### src/design/nearest_neighbor_downscaler_top_defines.svh
// ----------------------------------------------------------------------------
// Assertion macros for the nearest-neighbor downscaler
// Shared concurrent checks, clocked on aclk and disabled while aresetn is low.
// ----------------------------------------------------------------------------
`ifndef NEAREST_NEIGHBOR_DOWNSCALER_TOP_DEFINES_SVH
`define NEAREST_NEIGHBOR_DOWNSCALER_TOP_DEFINES_SVH

// Same-cycle implication: whenever ante holds, cons must hold too.
`define NND_ASSERT_IMP(lbl, ante, cons) \
    lbl: assert property (@(posedge aclk) disable iff (!aresetn) (ante) |-> (cons)) \
        else $error("nnd: same-cycle check failed");

// Next-cycle implication: whenever ante holds, cons must hold in the next cycle.
`define NND_ASSERT_NXT(lbl, ante, cons) \
    lbl: assert property (@(posedge aclk) disable iff (!aresetn) (ante) |=> (cons)) \
        else $error("nnd: next-cycle check failed");

`endif

### src/design/nnd_pkg.sv
// ----------------------------------------------------------------------------
// nnd_pkg
// Shared constants and types of the nearest-neighbor downscaler.
// ----------------------------------------------------------------------------
`timescale 1ns / 1ps

package nnd_pkg;

    // Fixed field widths.
    localparam int REG_W       = 13;
    localparam int PIX_W       = 8;
    localparam int CFG_INDEX_W = 4;

    // Default parameter values.
    localparam int DEF_MAX_DIMENSION = 4096;
    localparam int DEF_FRACTION_BITS = 16;

    // Configuration register indexes.
    typedef enum logic [CFG_INDEX_W-1:0] {
        REG_SOURCE_WIDTH  = 4'd0,
        REG_SOURCE_HEIGHT = 4'd1,
        REG_TARGET_WIDTH  = 4'd2,
        REG_TARGET_HEIGHT = 4'd3
    } cfg_reg_t;

    // Status of one iterative divider.
    typedef struct packed {
        logic busy;
        logic done;
    } div_status_t;

endpackage

### src/design/nnd_div.sv
// ----------------------------------------------------------------------------
// nnd_div
// Restoring unsigned divider, one quotient bit per cycle.
// ----------------------------------------------------------------------------
`timescale 1ns / 1ps
`include "nearest_neighbor_downscaler_top_defines.svh"

module nnd_div #(
    parameter int DIVIDEND_W = 29,
    parameter int DIVISOR_W  = 13
) (
    input  logic                    aclk,
    input  logic                    aresetn,
    input  logic                    start,
    input  logic [DIVIDEND_W-1:0]   dividend,
    input  logic [DIVISOR_W-1:0]    divisor,
    output nnd_pkg::div_status_t    status,
    output logic [DIVIDEND_W-1:0]   quotient
);

    localparam int CNT_W = $clog2(DIVIDEND_W + 1);

    logic                  busy_reg, busy_next;
    logic                  done_reg, done_next;
    logic [CNT_W-1:0]      cnt_reg, cnt_next;
    logic [DIVIDEND_W-1:0] work_reg, work_next;
    logic [DIVISOR_W-1:0]  rem_reg, rem_next;
    logic [DIVISOR_W-1:0]  dsr_reg, dsr_next;
    logic [DIVISOR_W:0]    trial;
    logic [DIVISOR_W:0]    diff;
    logic                  fits;

    always_comb begin
        trial = {rem_reg, work_reg[DIVIDEND_W-1]};
        diff  = trial - {1'b0, dsr_reg};
        fits  = (trial >= {1'b0, dsr_reg});
        busy_next = busy_reg;
        done_next = 1'b0;
        cnt_next  = cnt_reg;
        work_next = work_reg;
        rem_next  = rem_reg;
        dsr_next  = dsr_reg;
        if (start) begin
            busy_next = 1'b1;
            cnt_next  = CNT_W'(DIVIDEND_W);
            work_next = dividend;
            rem_next  = '0;
            dsr_next  = divisor;
        end else if (busy_reg) begin
            // The remainder stays below the divisor, so the difference fits.
            rem_next  = fits ? diff[DIVISOR_W-1:0] : trial[DIVISOR_W-1:0];
            work_next = {work_reg[DIVIDEND_W-2:0], fits};
            cnt_next  = cnt_reg - CNT_W'(1);
            if (cnt_reg == CNT_W'(1)) begin
                busy_next = 1'b0;
                done_next = 1'b1;
            end
        end
    end

    always_ff @(posedge aclk) begin
        if (!aresetn) begin
            busy_reg <= 1'b0;
            done_reg <= 1'b0;
            cnt_reg  <= '0;
        end else begin
            busy_reg <= busy_next;
            done_reg <= done_next;
            cnt_reg  <= cnt_next;
        end
        work_reg <= work_next;
        rem_reg  <= rem_next;
        dsr_reg  <= dsr_next;
    end

    assign status.busy = busy_reg;
    assign status.done = done_reg;
    assign quotient    = work_reg;

    `NND_ASSERT_IMP(a_done_after_busy, done_reg, $past(busy_reg))
    `NND_ASSERT_NXT(a_start_sets_busy, start, busy_reg)

endmodule

### src/design/nnd_cfg.sv
// ----------------------------------------------------------------------------
// nnd_cfg
// Size registers, clamping and the two step dividers.
// ----------------------------------------------------------------------------
`timescale 1ns / 1ps

module nnd_cfg #(
    parameter  int MAX_DIMENSION = nnd_pkg::DEF_MAX_DIMENSION,
    parameter  int FRACTION_BITS = nnd_pkg::DEF_FRACTION_BITS,
    localparam int DIM_W         = $clog2(MAX_DIMENSION + 1),
    localparam int STEP_W        = DIM_W + FRACTION_BITS
) (
    input  logic                           aclk,
    input  logic                           aresetn,
    input  logic                           cfg_valid,
    output logic                           cfg_ready,
    input  logic [nnd_pkg::CFG_INDEX_W-1:0] cfg_index,
    input  logic [nnd_pkg::REG_W-1:0]      cfg_data,
    output logic                           busy,
    output logic [DIM_W-1:0]               eff_sw,
    output logic [DIM_W-1:0]               eff_sh,
    output logic [DIM_W-1:0]               eff_dw,
    output logic [DIM_W-1:0]               eff_dh,
    output logic [STEP_W-1:0]              h_step,
    output logic [STEP_W-1:0]              v_step
);

    localparam int CMP_W = (nnd_pkg::REG_W > DIM_W) ? nnd_pkg::REG_W : DIM_W;
    localparam logic [STEP_W-1:0] STEP_ONE = STEP_W'(1) << FRACTION_BITS;

    logic [nnd_pkg::REG_W-1:0] sw_reg, sh_reg, dw_reg, dh_reg;
    logic                      start_reg, start_next;
    logic [STEP_W-1:0]         h_step_reg, v_step_reg;
    logic [DIM_W-1:0]          cl_sw, cl_sh, cl_dw, cl_dh;
    logic [STEP_W-1:0]         h_quot, v_quot;
    nnd_pkg::div_status_t      h_stat, v_stat;
    logic                      wr_en;
    logic                      known_index;

    // Zero acts as one, anything above the maximum acts as the maximum.
    function automatic logic [DIM_W-1:0] clamp_dim(input logic [nnd_pkg::REG_W-1:0] v);
        logic [CMP_W-1:0] ext;
        ext = CMP_W'(v);
        if (ext == '0) begin
            return DIM_W'(1);
        end else if (ext > CMP_W'(MAX_DIMENSION)) begin
            return DIM_W'(MAX_DIMENSION);
        end
        return DIM_W'(v);
    endfunction

    always_comb begin
        case (cfg_index)
            nnd_pkg::REG_SOURCE_WIDTH,
            nnd_pkg::REG_SOURCE_HEIGHT,
            nnd_pkg::REG_TARGET_WIDTH,
            nnd_pkg::REG_TARGET_HEIGHT: begin
                known_index = 1'b1;
            end
            default: begin
                known_index = 1'b0;
            end
        endcase
    end

    assign cfg_ready  = 1'b1;
    assign wr_en      = cfg_valid && known_index;
    assign start_next = wr_en;

    always_ff @(posedge aclk) begin
        if (!aresetn) begin
            sw_reg     <= nnd_pkg::REG_W'(1);
            sh_reg     <= nnd_pkg::REG_W'(1);
            dw_reg     <= nnd_pkg::REG_W'(1);
            dh_reg     <= nnd_pkg::REG_W'(1);
            start_reg  <= 1'b0;
            h_step_reg <= STEP_ONE;
            v_step_reg <= STEP_ONE;
        end else begin
            start_reg <= start_next;
            if (wr_en) begin
                case (cfg_index)
                    nnd_pkg::REG_SOURCE_WIDTH:  sw_reg <= cfg_data;
                    nnd_pkg::REG_SOURCE_HEIGHT: sh_reg <= cfg_data;
                    nnd_pkg::REG_TARGET_WIDTH:  dw_reg <= cfg_data;
                    nnd_pkg::REG_TARGET_HEIGHT: dh_reg <= cfg_data;
                    default: begin
                    end
                endcase
            end
            if (h_stat.done) begin
                h_step_reg <= h_quot;
            end
            if (v_stat.done) begin
                v_step_reg <= v_quot;
            end
        end
    end

    always_comb begin
        cl_sw  = clamp_dim(sw_reg);
        cl_sh  = clamp_dim(sh_reg);
        cl_dw  = clamp_dim(dw_reg);
        cl_dh  = clamp_dim(dh_reg);
        eff_sw = cl_sw;
        eff_sh = cl_sh;
        // An upscale request falls back to the source size.
        eff_dw = (cl_dw > cl_sw) ? cl_sw : cl_dw;
        eff_dh = (cl_dh > cl_sh) ? cl_sh : cl_dh;
    end

    nnd_div #(
        .DIVIDEND_W (STEP_W),
        .DIVISOR_W  (DIM_W)
    ) u_h_div (
        .aclk     (aclk),
        .aresetn  (aresetn),
        .start    (start_reg),
        .dividend (STEP_W'(eff_sw) << FRACTION_BITS),
        .divisor  (eff_dw),
        .status   (h_stat),
        .quotient (h_quot)
    );

    nnd_div #(
        .DIVIDEND_W (STEP_W),
        .DIVISOR_W  (DIM_W)
    ) u_v_div (
        .aclk     (aclk),
        .aresetn  (aresetn),
        .start    (start_reg),
        .dividend (STEP_W'(eff_sh) << FRACTION_BITS),
        .divisor  (eff_dh),
        .status   (v_stat),
        .quotient (v_quot)
    );

    assign busy   = start_reg || h_stat.busy || v_stat.busy || h_stat.done || v_stat.done;
    assign h_step = h_step_reg;
    assign v_step = v_step_reg;

endmodule

### src/design/nnd_sel.sv
// ----------------------------------------------------------------------------
// nnd_sel
// Input register, raster position tracking, pick logic and result register.
// ----------------------------------------------------------------------------
`timescale 1ns / 1ps
`include "nearest_neighbor_downscaler_top_defines.svh"

module nnd_sel #(
    parameter  int MAX_DIMENSION = nnd_pkg::DEF_MAX_DIMENSION,
    parameter  int FRACTION_BITS = nnd_pkg::DEF_FRACTION_BITS,
    localparam int DIM_W         = $clog2(MAX_DIMENSION + 1),
    localparam int STEP_W        = DIM_W + FRACTION_BITS
) (
    input  logic                      aclk,
    input  logic                      aresetn,
    input  logic                      cfg_busy,
    input  logic [DIM_W-1:0]          eff_sw,
    input  logic [DIM_W-1:0]          eff_sh,
    input  logic [DIM_W-1:0]          eff_dw,
    input  logic [DIM_W-1:0]          eff_dh,
    input  logic [STEP_W-1:0]         h_step,
    input  logic [STEP_W-1:0]         v_step,
    input  logic                      s_valid,
    output logic                      s_ready,
    input  logic [nnd_pkg::PIX_W-1:0] s_pixel_in,
    input  logic                      s_frame_start,
    output logic                      m_valid,
    input  logic                      m_ready,
    output logic [nnd_pkg::PIX_W-1:0] m_pixel_out,
    output logic                      m_row_end,
    output logic                      m_frame_end
);

    localparam int CNT_W = $clog2(MAX_DIMENSION);
    localparam int POS_W = STEP_W + 1;
    localparam logic [STEP_W-1:0] STEP_ONE  = STEP_W'(1) << FRACTION_BITS;
    localparam logic [STEP_W-1:0] STEP_HALF = STEP_ONE >> 1;

    logic                      in_valid_reg, in_valid_next;
    logic [nnd_pkg::PIX_W-1:0] in_pix_reg;
    logic                      in_fs_reg;
    logic                      out_valid_reg, out_valid_next;
    logic [nnd_pkg::PIX_W-1:0] out_pix_reg;
    logic                      out_rend_reg, out_fend_reg;

    logic [CNT_W-1:0] col_reg, col_next;
    logic [CNT_W-1:0] row_reg, row_next;
    logic [POS_W-1:0] x_reg, x_next;
    logic [POS_W-1:0] y_reg, y_next;
    logic [DIM_W-1:0] ocol_reg, ocol_next;
    logic [DIM_W-1:0] orow_reg, orow_next;

    logic [POS_W-1:0] start_x, start_y;
    logic             row_hit, sent, rend, fend;
    logic             advance, s_accept, out_load;

    function automatic logic [POS_W-1:0] start_pos(input logic [STEP_W-1:0] step);
        if (step >= STEP_ONE) begin
            return POS_W'((step >> 1) - STEP_HALF);
        end
        return POS_W'(step >> 1);
    endfunction

    always_comb begin
        start_x   = start_pos(h_step);
        start_y   = start_pos(v_step);
        col_next  = col_reg;
        row_next  = row_reg;
        x_next    = x_reg;
        y_next    = y_reg;
        ocol_next = ocol_reg;
        orow_next = orow_reg;
        if (in_fs_reg) begin
            col_next  = '0;
            row_next  = '0;
            x_next    = start_x;
            y_next    = start_y;
            ocol_next = '0;
            orow_next = '0;
        end

        row_hit = (orow_next < eff_dh) &&
                  (POS_W'(row_next) == (y_next >> FRACTION_BITS));
        sent    = row_hit && (ocol_next < eff_dw) &&
                  (POS_W'(col_next) == (x_next >> FRACTION_BITS));
        rend    = sent && (ocol_next == eff_dw - DIM_W'(1));
        fend    = rend && (orow_next == eff_dh - DIM_W'(1));

        if (sent) begin
            ocol_next = ocol_next + DIM_W'(1);
            x_next    = x_next + POS_W'(h_step);
        end

        // A counter at or past a freshly shrunk size also wraps here.
        if (DIM_W'(col_next) >= eff_sw - DIM_W'(1)) begin
            col_next  = '0;
            ocol_next = '0;
            x_next    = start_x;
            if (row_hit) begin
                orow_next = orow_next + DIM_W'(1);
                y_next    = y_next + POS_W'(v_step);
            end
            if (DIM_W'(row_next) >= eff_sh - DIM_W'(1)) begin
                row_next  = '0;
                x_next    = start_x;
                y_next    = start_y;
                orow_next = '0;
            end else begin
                row_next = row_next + CNT_W'(1);
            end
        end else begin
            col_next = col_next + CNT_W'(1);
        end
    end

    // A beat that picks nothing never waits on the result register.
    assign advance  = in_valid_reg && (!sent || !out_valid_reg || m_ready);
    assign s_ready  = !cfg_busy && (!in_valid_reg || advance);
    assign s_accept = s_valid && s_ready;
    assign out_load = advance && sent;

    always_comb begin
        if (s_accept) begin
            in_valid_next = 1'b1;
        end else if (advance) begin
            in_valid_next = 1'b0;
        end else begin
            in_valid_next = in_valid_reg;
        end
        if (out_load) begin
            out_valid_next = 1'b1;
        end else if (m_ready) begin
            out_valid_next = 1'b0;
        end else begin
            out_valid_next = out_valid_reg;
        end
    end

    always_ff @(posedge aclk) begin
        if (!aresetn) begin
            in_valid_reg  <= 1'b0;
            out_valid_reg <= 1'b0;
            col_reg       <= '0;
            row_reg       <= '0;
            x_reg         <= '0;
            y_reg         <= '0;
            ocol_reg      <= '0;
            orow_reg      <= '0;
        end else begin
            in_valid_reg  <= in_valid_next;
            out_valid_reg <= out_valid_next;
            if (advance) begin
                col_reg  <= col_next;
                row_reg  <= row_next;
                x_reg    <= x_next;
                y_reg    <= y_next;
                ocol_reg <= ocol_next;
                orow_reg <= orow_next;
            end
        end
        if (s_accept) begin
            in_pix_reg <= s_pixel_in;
            in_fs_reg  <= s_frame_start;
        end
        if (out_load) begin
            out_pix_reg  <= in_pix_reg;
            out_rend_reg <= rend;
            out_fend_reg <= fend;
        end
    end

    assign m_valid     = out_valid_reg;
    assign m_pixel_out = out_pix_reg;
    assign m_row_end   = out_rend_reg;
    assign m_frame_end = out_fend_reg;

    `NND_ASSERT_IMP(a_fend_has_rend, out_valid_reg && out_fend_reg, out_rend_reg)
    `NND_ASSERT_NXT(a_pick_lands, out_load, out_valid_reg)
    `NND_ASSERT_NXT(a_held_beat, in_valid_reg && !advance, in_valid_reg && $stable(in_pix_reg))

endmodule

### src/design/nearest_neighbor_downscaler_top.sv
// Usage: source pixels enter on the s_ channel (s_valid, s_ready, s_pixel_in,
// s_frame_start) in raster order, with s_frame_start set on the first pixel
// of a frame. Picked pixels leave on the m_ channel with m_row_end on the last
// pixel of an output row and m_frame_end on the last pixel of the frame.
// The four size registers are written through the cfg channel; cfg_ready is
// always high and an index beyond the list is ignored.
// A beat accepted on s_ is held in the input register until it is decided,
// and a picked pixel then moves to the result register and is presented on
// m_. The block takes one beat per cycle for as long as the receiver keeps
// m_ready high and no register write is being processed. The rate is set by
// the position update, one compare and add per axis in a cycle.
// A register write restarts the two bit-serial step dividers, and s_ready
// stays low until both have finished and their new steps are stored.
// After reset all sizes are 1, both steps are 1.0 and counters start at zero.
// When the receiver stalls, the result register holds its beat; one more
// beat waits in the input register, and beats that pick nothing keep moving.
// ----------------------------------------------------------------------------
// nearest_neighbor_downscaler_top
// Streaming nearest-neighbor downscaler for 8-bit raster pixels.
// ----------------------------------------------------------------------------
`timescale 1ns / 1ps

module nearest_neighbor_downscaler_top #(
    parameter int MAX_DIMENSION = nnd_pkg::DEF_MAX_DIMENSION,
    parameter int FRACTION_BITS = nnd_pkg::DEF_FRACTION_BITS
) (
    input  logic                            aclk,
    input  logic                            aresetn,
    input  logic                            cfg_valid,
    output logic                            cfg_ready,
    input  logic [nnd_pkg::CFG_INDEX_W-1:0] cfg_index,
    input  logic [nnd_pkg::REG_W-1:0]       cfg_data,
    input  logic                            s_valid,
    output logic                            s_ready,
    input  logic [nnd_pkg::PIX_W-1:0]       s_pixel_in,
    input  logic                            s_frame_start,
    output logic                            m_valid,
    input  logic                            m_ready,
    output logic [nnd_pkg::PIX_W-1:0]       m_pixel_out,
    output logic                            m_row_end,
    output logic                            m_frame_end
);

    // Effective sizes need one bit more than the largest index.
    localparam int DIM_W  = $clog2(MAX_DIMENSION + 1);
    localparam int STEP_W = DIM_W + FRACTION_BITS;

    logic              cfg_busy;
    logic [DIM_W-1:0]  eff_sw, eff_sh, eff_dw, eff_dh;
    logic [STEP_W-1:0] h_step, v_step;

    // Size registers, clamping and the 13.16 step division.
    nnd_cfg #(
        .MAX_DIMENSION (MAX_DIMENSION),
        .FRACTION_BITS (FRACTION_BITS)
    ) u_cfg (
        .aclk      (aclk),
        .aresetn   (aresetn),
        .cfg_valid (cfg_valid),
        .cfg_ready (cfg_ready),
        .cfg_index (cfg_index),
        .cfg_data  (cfg_data),
        .busy      (cfg_busy),
        .eff_sw    (eff_sw),
        .eff_sh    (eff_sh),
        .eff_dw    (eff_dw),
        .eff_dh    (eff_dh),
        .h_step    (h_step),
        .v_step    (v_step)
    );

    // Per-pixel selection between the input and result registers.
    nnd_sel #(
        .MAX_DIMENSION (MAX_DIMENSION),
        .FRACTION_BITS (FRACTION_BITS)
    ) u_sel (
        .aclk          (aclk),
        .aresetn       (aresetn),
        .cfg_busy      (cfg_busy),
        .eff_sw        (eff_sw),
        .eff_sh        (eff_sh),
        .eff_dw        (eff_dw),
        .eff_dh        (eff_dh),
        .h_step        (h_step),
        .v_step        (v_step),
        .s_valid       (s_valid),
        .s_ready       (s_ready),
        .s_pixel_in    (s_pixel_in),
        .s_frame_start (s_frame_start),
        .m_valid       (m_valid),
        .m_ready       (m_ready),
        .m_pixel_out   (m_pixel_out),
        .m_row_end     (m_row_end),
        .m_frame_end   (m_frame_end)
    );

endmodule

### config.mk
export PLATFORM = sky130hd
export DESIGN_NAME = nearest_neighbor_downscaler_top
export DESIGN_NICKNAME = d
export VERILOG_FILES = /design/src/design/nnd_pkg.sv /design/src/design/nnd_div.sv /design/src/design/nnd_cfg.sv /design/src/design/nnd_sel.sv /design/src/design/nearest_neighbor_downscaler_top.sv
export VERILOG_INCLUDE_DIRS = /design/src /design/src/design
export SDC_FILE = /design/constraint.sdc
export NUM_CORES = 1
export LEC_CHECK = 0
export BUFFER_PORTS_ARGS = -buffer_cell sky130_fd_sc_hd__clkbuf_2
export CORE_ASPECT_RATIO = 0.7
export CORE_MARGIN = 1
export CORE_UTILIZATION = 55
export DETAILED_ROUTE_END_ITERATION = 10
export PLACE_DENSITY = 0.71
export SETUP_SLACK_MARGIN = 0.1
export SLEW_MARGIN = 10
export SYNTH_ARGS = -nofsm -noshare
export SYNTH_HDL_FRONTEND = slang
export SYNTH_SLANG_ARGS = --single-unit
### constraint.sdc
create_clock -name aclk -period 19.5 [get_ports aclk]
set_input_delay 4.875 -clock aclk [delete_from_list [all_inputs] [get_ports aclk]]
set_output_delay 4.875 -clock aclk [all_outputs]
set_load 0.01 [all_outputs]
==> metrics.md <==
| Metric | Value |
|---|---|
| Status | complete, no violations |
| Clock sink count | 366 |
| Final hold violations | 0 |
| Number of flops mapped to enable cells by yosys | 71 |
| Critical Path End Type | primary output |
| Initial antenna violation count | 2 |
| Worst rel slew slack | 0.3235 |
| Post-CTS setup buffer count | 0 |
| First-pass GRT wire length | 118800 um |
| Most common cell after layout, fill and taps aside | nor2_1 |
| Die Height | 180.8 um |
| Post-synth top area cell | dfxtp_1 |
| DRT iter0 DRCs | 2664 |
| Register Area | 0.008046 sq mm |
| H-tree Lvls | 2 |
| DRC viols | 0 |
| CTS tree | built |
| I/O Pins | 44 |
| Crit start category | flip-flop |
| Total grt overflow | 0 |
| Final Cell Area | 0.02707 sq mm |
| Post-synth ARST share | 0 |
| # setup viols final | 0 |
| Yosys top cell area share | 0.2350 |
| Vias per cell | 6.259 |
| Power per Cell Area | 81.99 mW/mm^2 |
| Routed WL | 74930 um |
| Req. time, crit path | 14.62 ns |
| Synthesized instance count | 3082 |
| Largest net degree at the start of global routing | 104 |
| Initial DRT Pass Iterations | 6 |
| Syn_area_per_cell | 8.154 sq um |
| Ys flop type | dfxtp_1 |
| Min Hold Slack | 0.4220 ns |
| Pins Over Slew Limit | 0 |
| Share of layout cells above drive strength 1 | 0.07194 |
| Post-synthesis to final-layout area growth | 7.732% |
| Inserted Clock Buffers | 40 |
| Number of max-cap violations | 0 |
| Leakage power | 11.22 nW |
| Cell area after synthesis | 0.02513 sq mm |
| Tot Pwr | 2.220 mW |
| Area occupied by multi-input gates | 0.01598 sq mm |
| Synth warnings | 0 |
| Peak supply drop | 108.6 uV |
| Final Wtd Congestion | 0.9822 |
| Setup TNS Final | 0 ns |
| Vias in the first global route | 21140 |
| FP Rows | 65 |
| Post-Route Skew | 0.02197 ns |
| Most frequent cells in the layout | nor2_1, nand2_1, dfxtp_1 |
| Synth top area cells | dfxtp_1, ha_1, edfxtp_1, mux2i_1, nor2_1 |
| Slew @ Worst Pin | 1.015 ns |
| Placed Area | 0.02571 sq mm |
| Fin crit period | 11.37 ns |
| WP data arrival | 6.50 ns |
| Die Area | 0.04656 sq mm |
| DIE WIDTH | 257.5 um |
| Worst skew pair latency | 0.55 ns |
| Clock slew at reported path FFs | 0.06 ns |
| Period utilisation layout | 0.5833 |
| Count of cell types in the netlist | 87 |
| Sequential area share after synthesis | 0.3198 |
| Remaining antenna violation count after routing | 0 |
| Crit-path max FO | 24 |
| CTS Buffer Depth | 3 |
| RSZ-0062 raised after global routing | false |
| Yosys reg bits | 366 |
| Fin worst setup slack | 8.126 ns |
| Final-layout fill cell count | 4019 |
| Mapped Nets | 3293 |
| Post_cts resized | 0 |
| Nets | 3239 |
| Initial Utilization | 0.5578 |
| Post-Place Worst Slack | 8.840 ns |
| Port bufs | 42 |
| CTS Hold Buffers Added | 0 |
| Hold crit path type | reg2reg |
| Via count | 22920 |
| Clock root cell | clkbuf_16 |
| Detail-routed net length per standard cell | 20.46 um |
| GRT Total Usage | 0.3160 |
| Fmax | 87.92 MHz |
| Final HPWL DP | 53550 um |
| Core Area | 0.04506 sq mm |
| Setup Crit Path Kind | reg2out |
## power by group
part	total [mW]	internal (mW)	switching, mW
sequential	0.853	0.815	0.0373
clock	0.802	0.474	0.327
combinational	0.565	0.220	0.346
## per-stage QoR
stage / util / std cells
3_5_place_dp: 0.5707 / 3589
3_3_place_gp: 0.5707 / 3589
6_report: 0.6009 / 3662
5_1_grt: 0.6008 / 3661
2_1_floorplan: - / 3082
4_1_cts: 0.6008 / 3661
## synthesized netlist by cell type (10+ instances only)
library cell  instances
a211oi_1             50
a21boi_0             15
a21o_1               50
a21oi_1             209
a31oi_1              33
and2_1               13
and3_1               27
buf_1                21
buf_2                12
clkbuf_1            131
dfxtp_1             295
edfxtp_1             71
ha_1                176
inv_1               135
mux2_2               41
mux2i_1             173
nand2_1             305
nand2b_1             19
nand3_1              85
nand4_1              25
nor2_1              351
nor2b_1              97
nor3_1               64
nor4_1               42
o211ai_1             36
o21a_1               34
o21ai_0             177
o31ai_1              21
or2_2                10
or3_1                30
xnor2_1              82
xor2_1               71
## kinds of logic after synthesis
group / share of synthesized area
multiplexers: 0.08728
AO/OA/AOI/OAI: 0.1869
flip-flops: 0.3198
buffers and inverters: 0.04600
XOR/XNOR: 0.05512
AND/OR/NAND/NOR: 0.2139
adder cells (fa/ha/maj): 0.09081
other: 0.0001492
## layer usage
metal	vias to the layer above	wire, um	track usage
li1	10940	-	-
met1	10930	36010	0.4844
met2	943	30970	0.4590
met3	100	6596	0.05036
met4	0	1351	0.07030
met5	-	0	0
## worst paths after layout
path / start / end / slack [ns] / depth (start not counted)
setup reg to reg: u_cfg.sh_reg[6] / u_sel.x_reg[15] / 11.22 / 27
setup / recovery: u_cfg.sh_reg[6] / s_ready / 8.13 / 23
hold reg to reg: u_sel.in_pix_reg[0] / u_sel.m_pixel_out[0] / 0.42 / 0
hold / removal: u_sel.in_pix_reg[0] / u_sel.m_pixel_out[0] / 0.42 / 0
## critical path: stages (launching register included)
cell      delay (ns)
dfxtp_1         0.38
or4_1           0.59
nor3_1          0.26
nand3_1         0.22
a21oi_1         0.44
ha_1            0.22
nor2b_1         0.04
o211ai_1        0.15
a211oi_1        0.10
nor4_1          0.51
nor3_2          0.09
buf_4           0.25
mux2i_1         0.39
ha_1            0.30
nor2b_1         0.13
o211ai_1        0.17
a21oi_1         0.09
a211oi_1        0.25
o21ai_0         0.25
nor3_2          0.47
nand4_4         0.22
nor2_1          0.23
nor2b_1         0.07
clkbuf_2        0.13
## layout make-up
cell class / instances / area share
Clock buffer: 49 / 0.03974
Tap cell: 603 / 0.02787
Inverter: 135 / 0.01890
Clock inverter: 23 / 0.01035
Sequential cell: 366 / 0.2972
Antenna cell: 1 / 0.00009243
Multi-Input combinational cell: 2415 / 0.5903
Timing Repair Buffer: 70 / 0.01553
(Power assumes the default switching activity.)
